### src/rtl/qtts_pkg.sv
// ----------------------------------------------------------------------------
// qtts_pkg
// Shared types, constants and character classes of the query token splitter.
// ----------------------------------------------------------------------------
`default_nettype none

package qtts_pkg;

    localparam int MAX_TOKEN_INDEX = 255;
    localparam int TOK_W           = $clog2(MAX_TOKEN_INDEX + 1);
    localparam logic [TOK_W-1:0] TOK_MAX = TOK_W'(MAX_TOKEN_INDEX);

    localparam int Q_DEPTH = 4;
    localparam int Q_PTR_W = $clog2(Q_DEPTH);
    localparam int Q_CNT_W = $clog2(Q_DEPTH + 1);
    localparam logic [Q_CNT_W-1:0] Q_ACCEPT_MAX = Q_CNT_W'(Q_DEPTH - 2);

    localparam logic [7:0] QUOTE_CHAR = 8'd39;
    localparam logic [7:0] LOWER_LO   = 8'd96;
    localparam logic [7:0] LOWER_HI   = 8'd123;
    localparam logic [7:0] CASE_DIFF  = 8'd32;

    typedef struct packed {
        logic [7:0] out_char;
        logic       kept;
        logic [7:0] token_index;
        logic       is_last;
    } t_result;

    typedef struct packed {
        logic    [1:0] count;
        t_result       first;
        t_result       second;
    } t_push;

    typedef struct packed {
        logic             inside_string;
        logic             quote_pending;
        logic             at_line_start;
        logic [TOK_W-1:0] token_counter;
    } t_core_status;

    function automatic logic is_space(input logic [7:0] c);
        return (c == 8'd32) || (c == 8'd9) || (c == 8'd10) || (c == 8'd13);
    endfunction

    function automatic logic is_special(input logic [7:0] c);
        logic hit;
        unique case (c)
            "(", ")", "*", "+", "-", "/", ",", ";",
            "<", ">", "=", "|", "%", "&", "@", "!": hit = 1'b1;
            default:                                hit = 1'b0;
        endcase
        return hit;
    endfunction

    function automatic logic [7:0] to_index(input logic [TOK_W-1:0] cnt);
        logic [TOK_W+7:0] ext;
        ext = {8'd0, cnt};
        return ext[7:0];
    endfunction

endpackage

`default_nettype wire

### src/rtl/qtts_if.sv
// ----------------------------------------------------------------------------
// qtts_in_if / qtts_out_if
// Valid/ready channels for raw line bytes and tagged token characters.
// ----------------------------------------------------------------------------
`default_nettype none

interface qtts_in_if;
    logic       valid;
    logic       ready;
    logic [7:0] text_char;
    logic       end_of_line;

    modport source (output valid, output text_char, output end_of_line, input ready);
    modport sink   (input valid, input text_char, input end_of_line, output ready);
endinterface

interface qtts_out_if;
    logic       valid;
    logic       ready;
    logic [7:0] out_char;
    logic       kept;
    logic [7:0] token_index;
    logic       is_last;

    modport source (output valid, output out_char, output kept, output token_index,
                    output is_last, input ready);
    modport sink   (input valid, input out_char, input kept, input token_index,
                    input is_last, output ready);
endinterface

`default_nettype wire

### src/rtl/qtts_core.sv
// ----------------------------------------------------------------------------
// qtts_core
// Per-byte split decision: string tracking, quote lookahead, token counting.
// ----------------------------------------------------------------------------
`default_nettype none

module qtts_core
    import qtts_pkg::*;
(
    input  wire logic         i_clk,
    input  wire logic         i_rst_n,
    input  wire logic         i_fire,
    input  wire logic [7:0]   i_text_char,
    input  wire logic         i_end_of_line,
    output t_push             o_push,
    output t_core_status      o_status
);

    logic             r_inside, n_inside;
    logic             r_pending, n_pending;
    logic [7:0]       r_prev, n_prev;
    logic             r_line_start, n_line_start;
    logic [TOK_W-1:0] r_cnt, n_cnt;

    logic             is_q;
    logic             handled;
    logic             fresh;
    logic             a_v;
    logic             b_v;
    logic             m_v;
    logic [7:0]       b_char;
    logic [TOK_W-1:0] cnt_b;
    t_result          res_a;
    t_result          res_b;
    t_result          res_m;
    t_push            push;

    always_comb begin
        n_inside     = r_inside;
        n_pending    = r_pending;
        n_prev       = r_prev;
        n_line_start = r_line_start;
        cnt_b        = r_cnt;
        handled      = 1'b0;
        fresh        = 1'b0;
        a_v          = 1'b0;
        b_v          = 1'b0;
        b_char       = i_text_char;
        is_q         = (i_text_char == QUOTE_CHAR);

        // held quote: doubled quote or end of string
        if (r_pending) begin
            n_pending = 1'b0;
            a_v       = 1'b1;
            if (is_q) begin
                n_prev       = QUOTE_CHAR;
                n_line_start = 1'b0;
                handled      = 1'b1;
            end else begin
                n_inside = 1'b0;
            end
        end

        if (!handled) begin
            if (is_q) begin
                if (n_inside) begin
                    if (i_end_of_line) begin
                        n_inside = 1'b0;
                    end else begin
                        n_pending    = 1'b1;
                        n_prev       = i_text_char;
                        n_line_start = 1'b0;
                        handled      = 1'b1;
                    end
                end else begin
                    n_inside = 1'b1;
                    fresh    = 1'b1;
                end
            end else if (!n_inside) begin
                if (is_space(i_text_char) || is_special(i_text_char)) begin
                    fresh = !r_line_start && !is_space(r_prev);
                end else begin
                    fresh = !r_line_start && is_special(r_prev);
                end
                if (!r_line_start && (i_text_char == ">" || i_text_char == "=")
                        && (r_prev == "<" || r_prev == ">")) begin
                    fresh = 1'b0;
                end
                if (!r_line_start && i_text_char == "|" && r_prev == "|") begin
                    fresh = 1'b0;
                end
            end
        end

        if (!handled) begin
            if (fresh && !(is_q && (r_line_start || is_space(r_prev)))
                    && (r_cnt < TOK_MAX)) begin
                cnt_b = r_cnt + 1'b1;
            end
            b_v = !is_space(i_text_char) || n_inside;
            if (!n_inside && (i_text_char > LOWER_LO) && (i_text_char < LOWER_HI)) begin
                b_char = i_text_char - CASE_DIFF;
            end
            n_prev       = i_text_char;
            n_line_start = 1'b0;
        end

        n_cnt = cnt_b;
        m_v   = i_end_of_line && !a_v && !b_v;

        if (i_end_of_line) begin
            n_inside     = 1'b0;
            n_pending    = 1'b0;
            n_prev       = 8'd0;
            n_line_start = 1'b1;
            n_cnt        = '0;
        end
    end

    always_comb begin
        res_a = '{out_char: QUOTE_CHAR, kept: 1'b1, token_index: to_index(r_cnt),
                  is_last: 1'b0};
        res_b = '{out_char: b_char, kept: 1'b1, token_index: to_index(cnt_b),
                  is_last: 1'b0};
        res_m = '{out_char: 8'd0, kept: 1'b0, token_index: to_index(cnt_b),
                  is_last: 1'b0};

        push.second = res_b;
        if (a_v) begin
            push.first = res_a;
        end else if (b_v) begin
            push.first = res_b;
        end else begin
            push.first = res_m;
        end

        push.count = {1'b0, a_v} + {1'b0, b_v} + {1'b0, m_v};
        if (!i_fire) begin
            push.count = 2'd0;
        end

        if (a_v && b_v) begin
            push.second.is_last = i_end_of_line;
        end else begin
            push.first.is_last = i_end_of_line;
        end
    end

    always_ff @(posedge i_clk) begin
        if (!i_rst_n) begin
            r_inside     <= 1'b0;
            r_pending    <= 1'b0;
            r_prev       <= 8'd0;
            r_line_start <= 1'b1;
            r_cnt        <= '0;
        end else if (i_fire) begin
            r_inside     <= n_inside;
            r_pending    <= n_pending;
            r_prev       <= n_prev;
            r_line_start <= n_line_start;
            r_cnt        <= n_cnt;
        end
    end

    assign o_push   = push;
    assign o_status = '{inside_string: r_inside, quote_pending: r_pending,
                        at_line_start: r_line_start, token_counter: r_cnt};

endmodule

`default_nettype wire

### src/rtl/qtts_outq.sv
// ----------------------------------------------------------------------------
// qtts_outq
// Result register bank: takes up to two results a cycle, hands out one when the sink is ready.
// ----------------------------------------------------------------------------
`default_nettype none

module qtts_outq
    import qtts_pkg::*;
(
    input  wire logic               i_clk,
    input  wire logic               i_rst_n,
    input  t_push                   i_push,
    output logic [Q_CNT_W-1:0]      o_count,
    qtts_out_if.source              o_result
);

    t_result              r_slot [Q_DEPTH];
    logic [Q_PTR_W-1:0]   r_wr, n_wr;
    logic [Q_PTR_W-1:0]   r_rd, n_rd;
    logic [Q_CNT_W-1:0]   r_count, n_count;
    logic [Q_PTR_W-1:0]   wr_next;
    logic                 pop;
    t_result              head;

    assign wr_next = r_wr + 1'b1;
    assign pop     = o_result.valid && o_result.ready;
    assign head    = r_slot[r_rd];

    always_comb begin
        n_wr    = r_wr + Q_PTR_W'(i_push.count);
        n_rd    = r_rd + Q_PTR_W'(pop);
        n_count = r_count + Q_CNT_W'(i_push.count) - Q_CNT_W'(pop);
    end

    always_ff @(posedge i_clk) begin
        if (i_push.count != 2'd0) begin
            r_slot[r_wr] <= i_push.first;
        end
        if (i_push.count == 2'd2) begin
            r_slot[wr_next] <= i_push.second;
        end
    end

    always_ff @(posedge i_clk) begin
        if (!i_rst_n) begin
            r_wr    <= '0;
            r_rd    <= '0;
            r_count <= '0;
        end else begin
            r_wr    <= n_wr;
            r_rd    <= n_rd;
            r_count <= n_count;
        end
    end

    assign o_count              = r_count;
    assign o_result.valid       = (r_count != '0);
    assign o_result.out_char    = head.out_char;
    assign o_result.kept        = head.kept;
    assign o_result.token_index = head.token_index;
    assign o_result.is_last     = head.is_last;

endmodule

`default_nettype wire

### src/rtl/query_text_token_splitter.sv
// ----------------------------------------------------------------------------
// query_text_token_splitter
// Splits a query line into tokens, one byte in per cycle while the queue has room, tagged bytes out.
//
//   channel    dir   payload                                   per word
//   i_text     in    text_char, end_of_line                    one line byte
//   o_result   out   out_char, kept, token_index, is_last      one result
//
// a byte is accepted every cycle while at most two results are queued
// a byte yields zero, one or two results, the first from a held quote
// results leave one per cycle; an output stall backs up into i_text.ready
// synchronous active-low reset empties the queue and starts a new line
// ----------------------------------------------------------------------------
`default_nettype none

module query_text_token_splitter
    import qtts_pkg::*;
(
    input  wire logic    i_clk,
    input  wire logic    i_rst_n,
    qtts_in_if.sink      i_text,
    qtts_out_if.source   o_result
);

    logic                 fire;
    logic [Q_CNT_W-1:0]   q_count;
    t_push                push;
    t_core_status         status;

    assign i_text.ready = (q_count <= Q_ACCEPT_MAX);
    assign fire         = i_text.valid && i_text.ready;

    qtts_core u_core (
        .i_clk         (i_clk),
        .i_rst_n       (i_rst_n),
        .i_fire        (fire),
        .i_text_char   (i_text.text_char),
        .i_end_of_line (i_text.end_of_line),
        .o_push        (push),
        .o_status      (status)
    );

    qtts_outq u_outq (
        .i_clk    (i_clk),
        .i_rst_n  (i_rst_n),
        .i_push   (push),
        .o_count  (q_count),
        .o_result (o_result)
    );

    a_queue_bound: assert property (@(posedge i_clk) disable iff (!i_rst_n)
        q_count <= Q_CNT_W'(Q_DEPTH))
        else $error("result queue overflow");

    a_line_restart: assert property (@(posedge i_clk) disable iff (!i_rst_n)
        fire && i_text.end_of_line |=> status.at_line_start && !status.quote_pending
            && !status.inside_string && (status.token_counter == '0))
        else $error("state not cleared after end of line");

    a_count_rises: assert property (@(posedge i_clk) disable iff (!i_rst_n)
        fire && !i_text.end_of_line |=> status.token_counter >= $past(status.token_counter))
        else $error("token counter went down within a line");

    a_no_push_idle: assert property (@(posedge i_clk) disable iff (!i_rst_n)
        !fire |-> push.count == 2'd0)
        else $error("results pushed without an accepted byte");

endmodule

`default_nettype wire
### src/flat_wrapper.sv
// flat-port wrapper written by rule: the top's interface ports become plain ports
module query_text_token_splitter_flat import qtts_pkg::*;
  (i_clk, i_rst_n, i_text_valid, i_text_text_char, i_text_end_of_line, i_text_ready, o_result_valid, o_result_out_char, o_result_kept, o_result_token_index, o_result_is_last, o_result_ready);
  qtts_in_if i_text_i ();
  qtts_out_if o_result_i ();
  input  wire logic i_clk;
  input  wire logic i_rst_n;
  input wire logic [$bits(i_text_i.valid)-1:0] i_text_valid;
  input wire logic [$bits(i_text_i.text_char)-1:0] i_text_text_char;
  input wire logic [$bits(i_text_i.end_of_line)-1:0] i_text_end_of_line;
  output wire logic [$bits(i_text_i.ready)-1:0] i_text_ready;
  output wire logic [$bits(o_result_i.valid)-1:0] o_result_valid;
  output wire logic [$bits(o_result_i.out_char)-1:0] o_result_out_char;
  output wire logic [$bits(o_result_i.kept)-1:0] o_result_kept;
  output wire logic [$bits(o_result_i.token_index)-1:0] o_result_token_index;
  output wire logic [$bits(o_result_i.is_last)-1:0] o_result_is_last;
  input wire logic [$bits(o_result_i.ready)-1:0] o_result_ready;
  assign i_text_i.valid = i_text_valid;
  assign i_text_i.text_char = i_text_text_char;
  assign i_text_i.end_of_line = i_text_end_of_line;
  assign i_text_ready = i_text_i.ready;
  assign o_result_valid = o_result_i.valid;
  assign o_result_out_char = o_result_i.out_char;
  assign o_result_kept = o_result_i.kept;
  assign o_result_token_index = o_result_i.token_index;
  assign o_result_is_last = o_result_i.is_last;
  assign o_result_i.ready = o_result_ready;
  query_text_token_splitter u_core (.i_clk(i_clk), .i_rst_n(i_rst_n), .i_text(i_text_i), .o_result(o_result_i));
endmodule
### config.mk
export PLATFORM = sky130hd
export DESIGN_NAME = query_text_token_splitter_flat
export DESIGN_NICKNAME = d
export VERILOG_FILES = /design/src/rtl/qtts_pkg.sv /design/src/rtl/qtts_if.sv /design/src/rtl/qtts_core.sv /design/src/rtl/qtts_outq.sv /design/src/rtl/query_text_token_splitter.sv /design/src/flat_wrapper.sv
export SDC_FILE = /design/constraint.sdc
export NUM_CORES = 1
export LEC_CHECK = 0
export BUFFER_PORTS_ARGS = -buffer_cell sky130_fd_sc_hd__clkbuf_2
export CAP_MARGIN = 10
export CORE_AREA = 3 3 102 104
export DETAILED_ROUTE_END_ITERATION = 8
export DIE_AREA = 0 0 105 107
export MAX_ROUTING_LAYER = met4
export PLACE_DENSITY = 0.77
export SYNTH_ARGS = -nofsm -noshare
export SYNTH_HDL_FRONTEND = slang
export SYNTH_SLANG_ARGS = --single-unit
### constraint.sdc
create_clock -name i_clk -period 4.9 [get_ports i_clk]
set_input_delay 0.98 -clock i_clk [delete_from_list [all_inputs] [get_ports i_clk]]
set_output_delay 0.98 -clock i_clk [all_outputs]
set_load 0.005 [all_outputs]
* Yosys cells after proc, flatten, opt, wreduce, memory -nomap -nowiden
Memories as Yosys holds them, arrays and structs flattened. A register that Yosys moved wholly into a read port is not among the register bits.
Cells that the tools add are included.
Widths: inputs -> output; s select.
** Word-level totals
- Register bits after elaboration :: 26
- RAM bits :: 72
- Input bits :: 13
- Output and inout port bits :: 20
- Word-level logic and storage cells :: 165
- Memories :: 1
** Operators by class
- $add $sub $neg :: 9
- $lt $le $gt $ge :: 4
- Eq/ne operators :: 42
- Mux-type cells :: 63
- Reductions and logical operators :: 38
** Memories
- u_core.u_outq.r_slot :: words 4, bits a word 18, read ports 1, clocked after Yosys merged registers in 1, write ports 2, RTL line qtts_outq.sv:17 : t_result r_slot [Q_DEPTH];
** Operator list (number)
- $eq 8x6->1 const B :: 31
- $mux 8 :: 12
- $eq 8x4->1 const B :: 6
- $mux 1 :: 47
- $mux 18 :: 2
- $eq 8x7->1 const B :: 4
- $reduce_or 16->1 :: 2
- $logic_and 1x1->1 :: 16
- $logic_or 1x1->1 :: 11
- $add 8x1->8 const B :: 1
- $gt 8x7->1 const B :: 1
- $lt 8x7->1 const B :: 1
- $lt 8x8->1 const B :: 1
- $sub 8x6->8 const B :: 1
- $logic_not 1->1 :: 7
- $add 2x1->2 :: 2
- $mux 2 :: 2
- $add 3x2->3 :: 1
- $le 3x2->1 const B :: 1
- $reduce_bool 3->1 :: 1
- $sub 3x1->3 :: 1
- $add 1x1->2 :: 1
- $add 2x1->2 const B :: 1
- $add 2x2->2 :: 1
- 2 further kinds :: 2

* Depth between registers and ports, before layout
- Depth after elaboration :: 25
- Depth in mapped cells :: 16
- Mapped depth without buffers :: 16

* Modules after synthesis
A second synthesis with hierarchy kept.
** Second synthesis, totals
- Cells, all modules :: 492
- Area total of the unflattened synthesis :: 5949.5 um2
** By module, submodules not included
- qtts_outq :: instances 1, cells each 221, area an instance 3973.8 um2, sequential area each 2302.2 um2
- qtts_core :: instances 1, cells each 269, area an instance 1960.6 um2, sequential area each 380.4 um2
- query_text_token_splitter :: instances 1, cells each 2, area an instance 15.0 um2, sequential area each 0.0 um2

* Worst setup path after synthesis
Ideal clock, no wire load.
- Kind :: input to register
- Start :: in i_text_text_char[4]
- End :: mem u_core.u_outq.r_slot[1][2] (netlist name) (data pin)
- Setup time :: 265 ps
- Arrival time :: 4279 ps
- Data required time :: 4635 ps
- Setup slack :: 355 ps
- Stages on the path :: 15
- Path buffers :: 2
- Cell sequence :: buf_4 -> nor4bb_1 -> and3_1 -> clkbuf_1 -> o22ai_1 -> nor2_1 -> nand2_1 -> fa_1 -> nand2_1 -> nand2_1 -> nor2_1 -> nor2_1 -> inv_1 -> and4_1 -> or3_1
** RTL lines
- start, declared :: RTL line flat_wrapper.sv:9 : input wire logic [$bits(i_text_i.text_char)-1:0] i_text_text_char;
- end, declared :: RTL line qtts_outq.sv:17

==> flow_metrics.env <==
export IMPL_run_status="completed"
export IMPL_rows=36
export IMPL_cts_sink_count=98
export IMPL_fillers=832
export IMPL_crit_type="input pin to flop"
export IMPL_max_cap_violations=0
export IMPL_cts_buffer_depth=2
export IMPL_hold_path_startpoint="u_core.u_outq.r_slot[2][9]$_SDFFE_PP1P_"
export IMPL_worst_slew_pin_slew_ns=1.11
export IMPL_worstReg2RegStart="u_core.u_core.r_inside$_SDFFE_PN0P_"
export IMPL_core_um2=9640
export IMPL_cts_tree="yes"
export IMPL_wl_met2_um=7050
export IMPL_initial_core_util_pct=58.9
export IMPL_firstDrtPassIters=5
export IMPL_drt_met1_wl_um=5980
export IMPL_worst_r2r_cell_count=12
export IMPL_grt_use_total_pct=27.5
export IMPL_vias_per_cell=6.53
export IMPL_die_w_um=105
export IMPL_first_global_vias=4446
export IMPL_endpoint_kind="flop"
export IMPL_ctsResizeCount=0
export IMPL_hpwl_um=10300
export IMPL_synth_main_ff_cell="edfxtp_1"
export IMPL_ff2ff_setup_slack_ns=1.35
export IMPL_vias=4585
export IMPL_numPortBuffers=32
export IMPL_die_area_um2=11200
export IMPL_cts_setup_buffers=0
export IMPL_period_needed_ns=4.34
export IMPL_drc=0
export IMPL_top_layer="met4"
export IMPL_synth_seq_cells=98
export IMPL_crit_fanout=16
export IMPL_yosys_warnings=0
export IMPL_nNetsFinal=587
export IMPL_clock_fmax_mhz=231
export IMPL_yosysTopAreaCell="edfxtp_1"
export IMPL_hp_class="flop to flop"
export IMPL_synth_edff_count=68
export IMPL_antenna_found_initial=0
export IMPL_skew_ns=0.0113
export IMPL_yosys_top_cells_area="edfxtp_1 (36%), dfxtp_1 (11%), mux4_2 (7.1%), nand2_1 (3.4%), a311oi_1 (3.1%)"
export IMPL_overflow=0
export IMPL_slew_viol_final=0
export IMPL_synth_async_sr_flop_share_pct=0
export IMPL_synth_seq_area_share_pct=46.6
export IMPL_finalCritPeriodShare_pct=88.5
export IMPL_ant_nets=0
export IMPL_min_to="u_core.u_outq.r_slot[2][9]$_SDFFE_PP1P_"
export IMPL_layout_drive_gt1_share_pct=17.4
export IMPL_r2r_end="u_core.u_outq.r_slot[1][2]$_DFFE_PP_"
export IMPL_setup_tns_final_ns=0
export IMPL_critPathRequiredTime_ns=5.03
export IMPL_wl_per_cell_um=20.8
export IMPL_hold_viol=0
export IMPL_seqCellArea_um2=2640
export IMPL_maxSlewHeadroom_pct=25.9
export IMPL_ios=33
export IMPL_wl_met3_um=1150
export IMPL_cts_clk_slew_worst_paths_ns=0.09
export IMPL_netlist_area_um2=5670
export IMPL_multi_input_area_um2=2740
export IMPL_syn_nets=570
export IMPL_p_leak_nw=2.19
export IMPL_syn_to_final_growth_pct=8.25
export IMPL_p_total_mw=2.25
export IMPL_cts_made_buffers=9
export IMPL_critPathLaunchType="input pin"
export IMPL_grt_max_degree=50
export IMPL_cts_hold_buf=0
export IMPL_grt_pass1_wl_um=23300
export IMPL_ir_drop_uv=164
export IMPL_syn_avg_cell_area_um2=10.4
export IMPL_h_tree_depth=3
export IMPL_clk_latency_ns=0.38
export IMPL_routed_wl_um=14600
export IMPL_die_h_um=107
export IMPL_drtIter0Drc=410
export IMPL_gp_congestion=0.948
export IMPL_synth_cell_types=66
export IMPL_rsz0062_at_grt="no"
export IMPL_setup_viol=0
export IMPL_antennaDiodeCount=0
export IMPL_cp_arrival_ns=4.46
export IMPL_hold_path_depth=2
export IMPL_p_per_area_nw_per_um2=366
export IMPL_cts_root_buf="clkbuf_8"
export IMPL_synth_top_area_share_pct=36.0
export IMPL_synthCells=547
## worst max-delay path, cell delays in order
cell and delay [ns]:
clkbuf_2 0.29, nor4bb_1 0.37, and4b_1 0.24, a31oi_1 0.04
o22ai_1 0.25, inv_1 0.19, fa_1 0.60, nand2_1 0.07
nand2_1 0.16, nor2_1 0.09, nor2_1 0.45, inv_1 0.15
and4_1 0.21, or3_1 0.36
## metrics by stage
stage / cell area, µm² / hold WS [ns] / util, % / setup slack [ns] / cells
finish: 6140 / 0.494 / 63.7 / 0.565 / 702
CTS: 6140 / 0.497 / 63.7 / 0.677 / 702
detailed placement: 5950 / 0.477 / 61.7 / 0.284 / 686
global placement: 5950 / 0.467 / 61.7 / 0.439 / 686
global route: 6140 / 0.511 / 63.7 / 0.388 / 702
floorplan: 5670 / 0.447 / - / 0.355 / 547
## layout by cell type (no fill, tap or decap), types with 10 or more instances in the layout
cell type	instances
nand3_1	12
edfxtp_1	68
mux4_2	18
nand2_1	51
dfxtp_1	30
o21ai_0	20
nor3_1	14
and2_1	12
a31oi_1	10
buf_4	18
a21oi_1	31
inv_1	20
and3_1	10
clkbuf_2	32
a311oi_1	20
nor2_1	44
## cells by family (layout without fill, tap and decap cells)
family          after synthesis  count (layout)  synth area share [%]
compound gates              131             131                  16.9
simple gates                212             212                  19.9
xor+xnor                      6               6                 0.926
buf+inv                      66              88                  5.07
flops                        98              98                  46.6
fa+ha+maj                    11              11                  2.65
mux                          23              23                  8.03
## sequential cells by signal (all words and copies together) (netlist names)
name and flops:
u_core.u_core.r_pending 1, u_core.u_outq.r_slot 72, u_core.u_outq.r_wr 2, u_core.u_outq.o_count 3, u_core.u_core.r_inside 1, u_core.u_core.r_cnt 8
u_core.u_outq.r_rd 2, u_core.u_core.r_line_start 1, u_core.u_core.r_prev 8
## Yosys cell counts (5+ instances only)
cell / instances
nand3b_1: 7
nand2b_1: 6
o211ai_1: 9
nor3b_1: 8
and3_1: 10
a21oi_1: 31
nor3_1: 14
inv_1: 20
nor2_1: 44
clkbuf_1: 29
edfxtp_1: 68
mux4_2: 18
and2_1: 12
a31oi_1: 10
buf_2: 8
dfxtp_1: 30
mux2i_1: 5
nor2b_1: 9
nor4_1: 6
a311oi_1: 20
nand2_1: 51
nand4_1: 6
o21ai_0: 20
ha_1: 8
nand3_1: 12
or2_2: 5
## metal layers
metal | vias to the layer above | global-route usage [%]
li1 | 2131 | -
met1 | 2194 | 34.8
met2 | 225 | 44.2
met3 | 35 | 5.18
met4 | 0 | 11.3
met5 | - | -
## how the worst max path moves through the flow
stage / cells after the start / from / to
2_1_floorplan: 15 / i_text_text_char[4] / u_core.u_outq.r_slot[1][2]$_DFFE_PP_
5_1_grt: 14 / i_text_text_char[0] / u_core.u_outq.r_slot[1][2]$_DFFE_PP_
3_3_place_gp: 12 / i_text_text_char[0] / u_core.u_outq.r_slot[1][3]$_DFFE_PP_
6_report: 14 / i_text_text_char[0] / u_core.u_outq.r_slot[1][2]$_DFFE_PP_
4_1_cts: 14 / i_text_text_char[0] / u_core.u_outq.r_slot[1][2]$_DFFE_PP_
3_5_place_dp: 14 / i_text_text_char[0] / u_core.u_outq.r_slot[1][2]$_DFFE_PP_
## cell type report
cell class / count / area share (%)
multi-input combinational: 383 / 44.7
sequential: 98 / 43.0
timing repair buffer: 51 / 5.13
tap: 133 / 2.71
clock buffer: 11 / 2.14
inverter: 21 / 1.28
clock inverter: 5 / 1.04
## report_power, final
| group | internal (mW) | total, mW | switching [mW] | leakage [nW] |
|---|---|---|---|---|
| Clock | 0.240 | 0.530 | 0.290 | 0.0941 |
| Combinational | 0.305 | 0.636 | 0.331 | 1.23 |
| Sequential | 1.00 | 1.09 | 0.0852 | 0.868 |
Note: power is estimated with default switching activity, not from simulation.
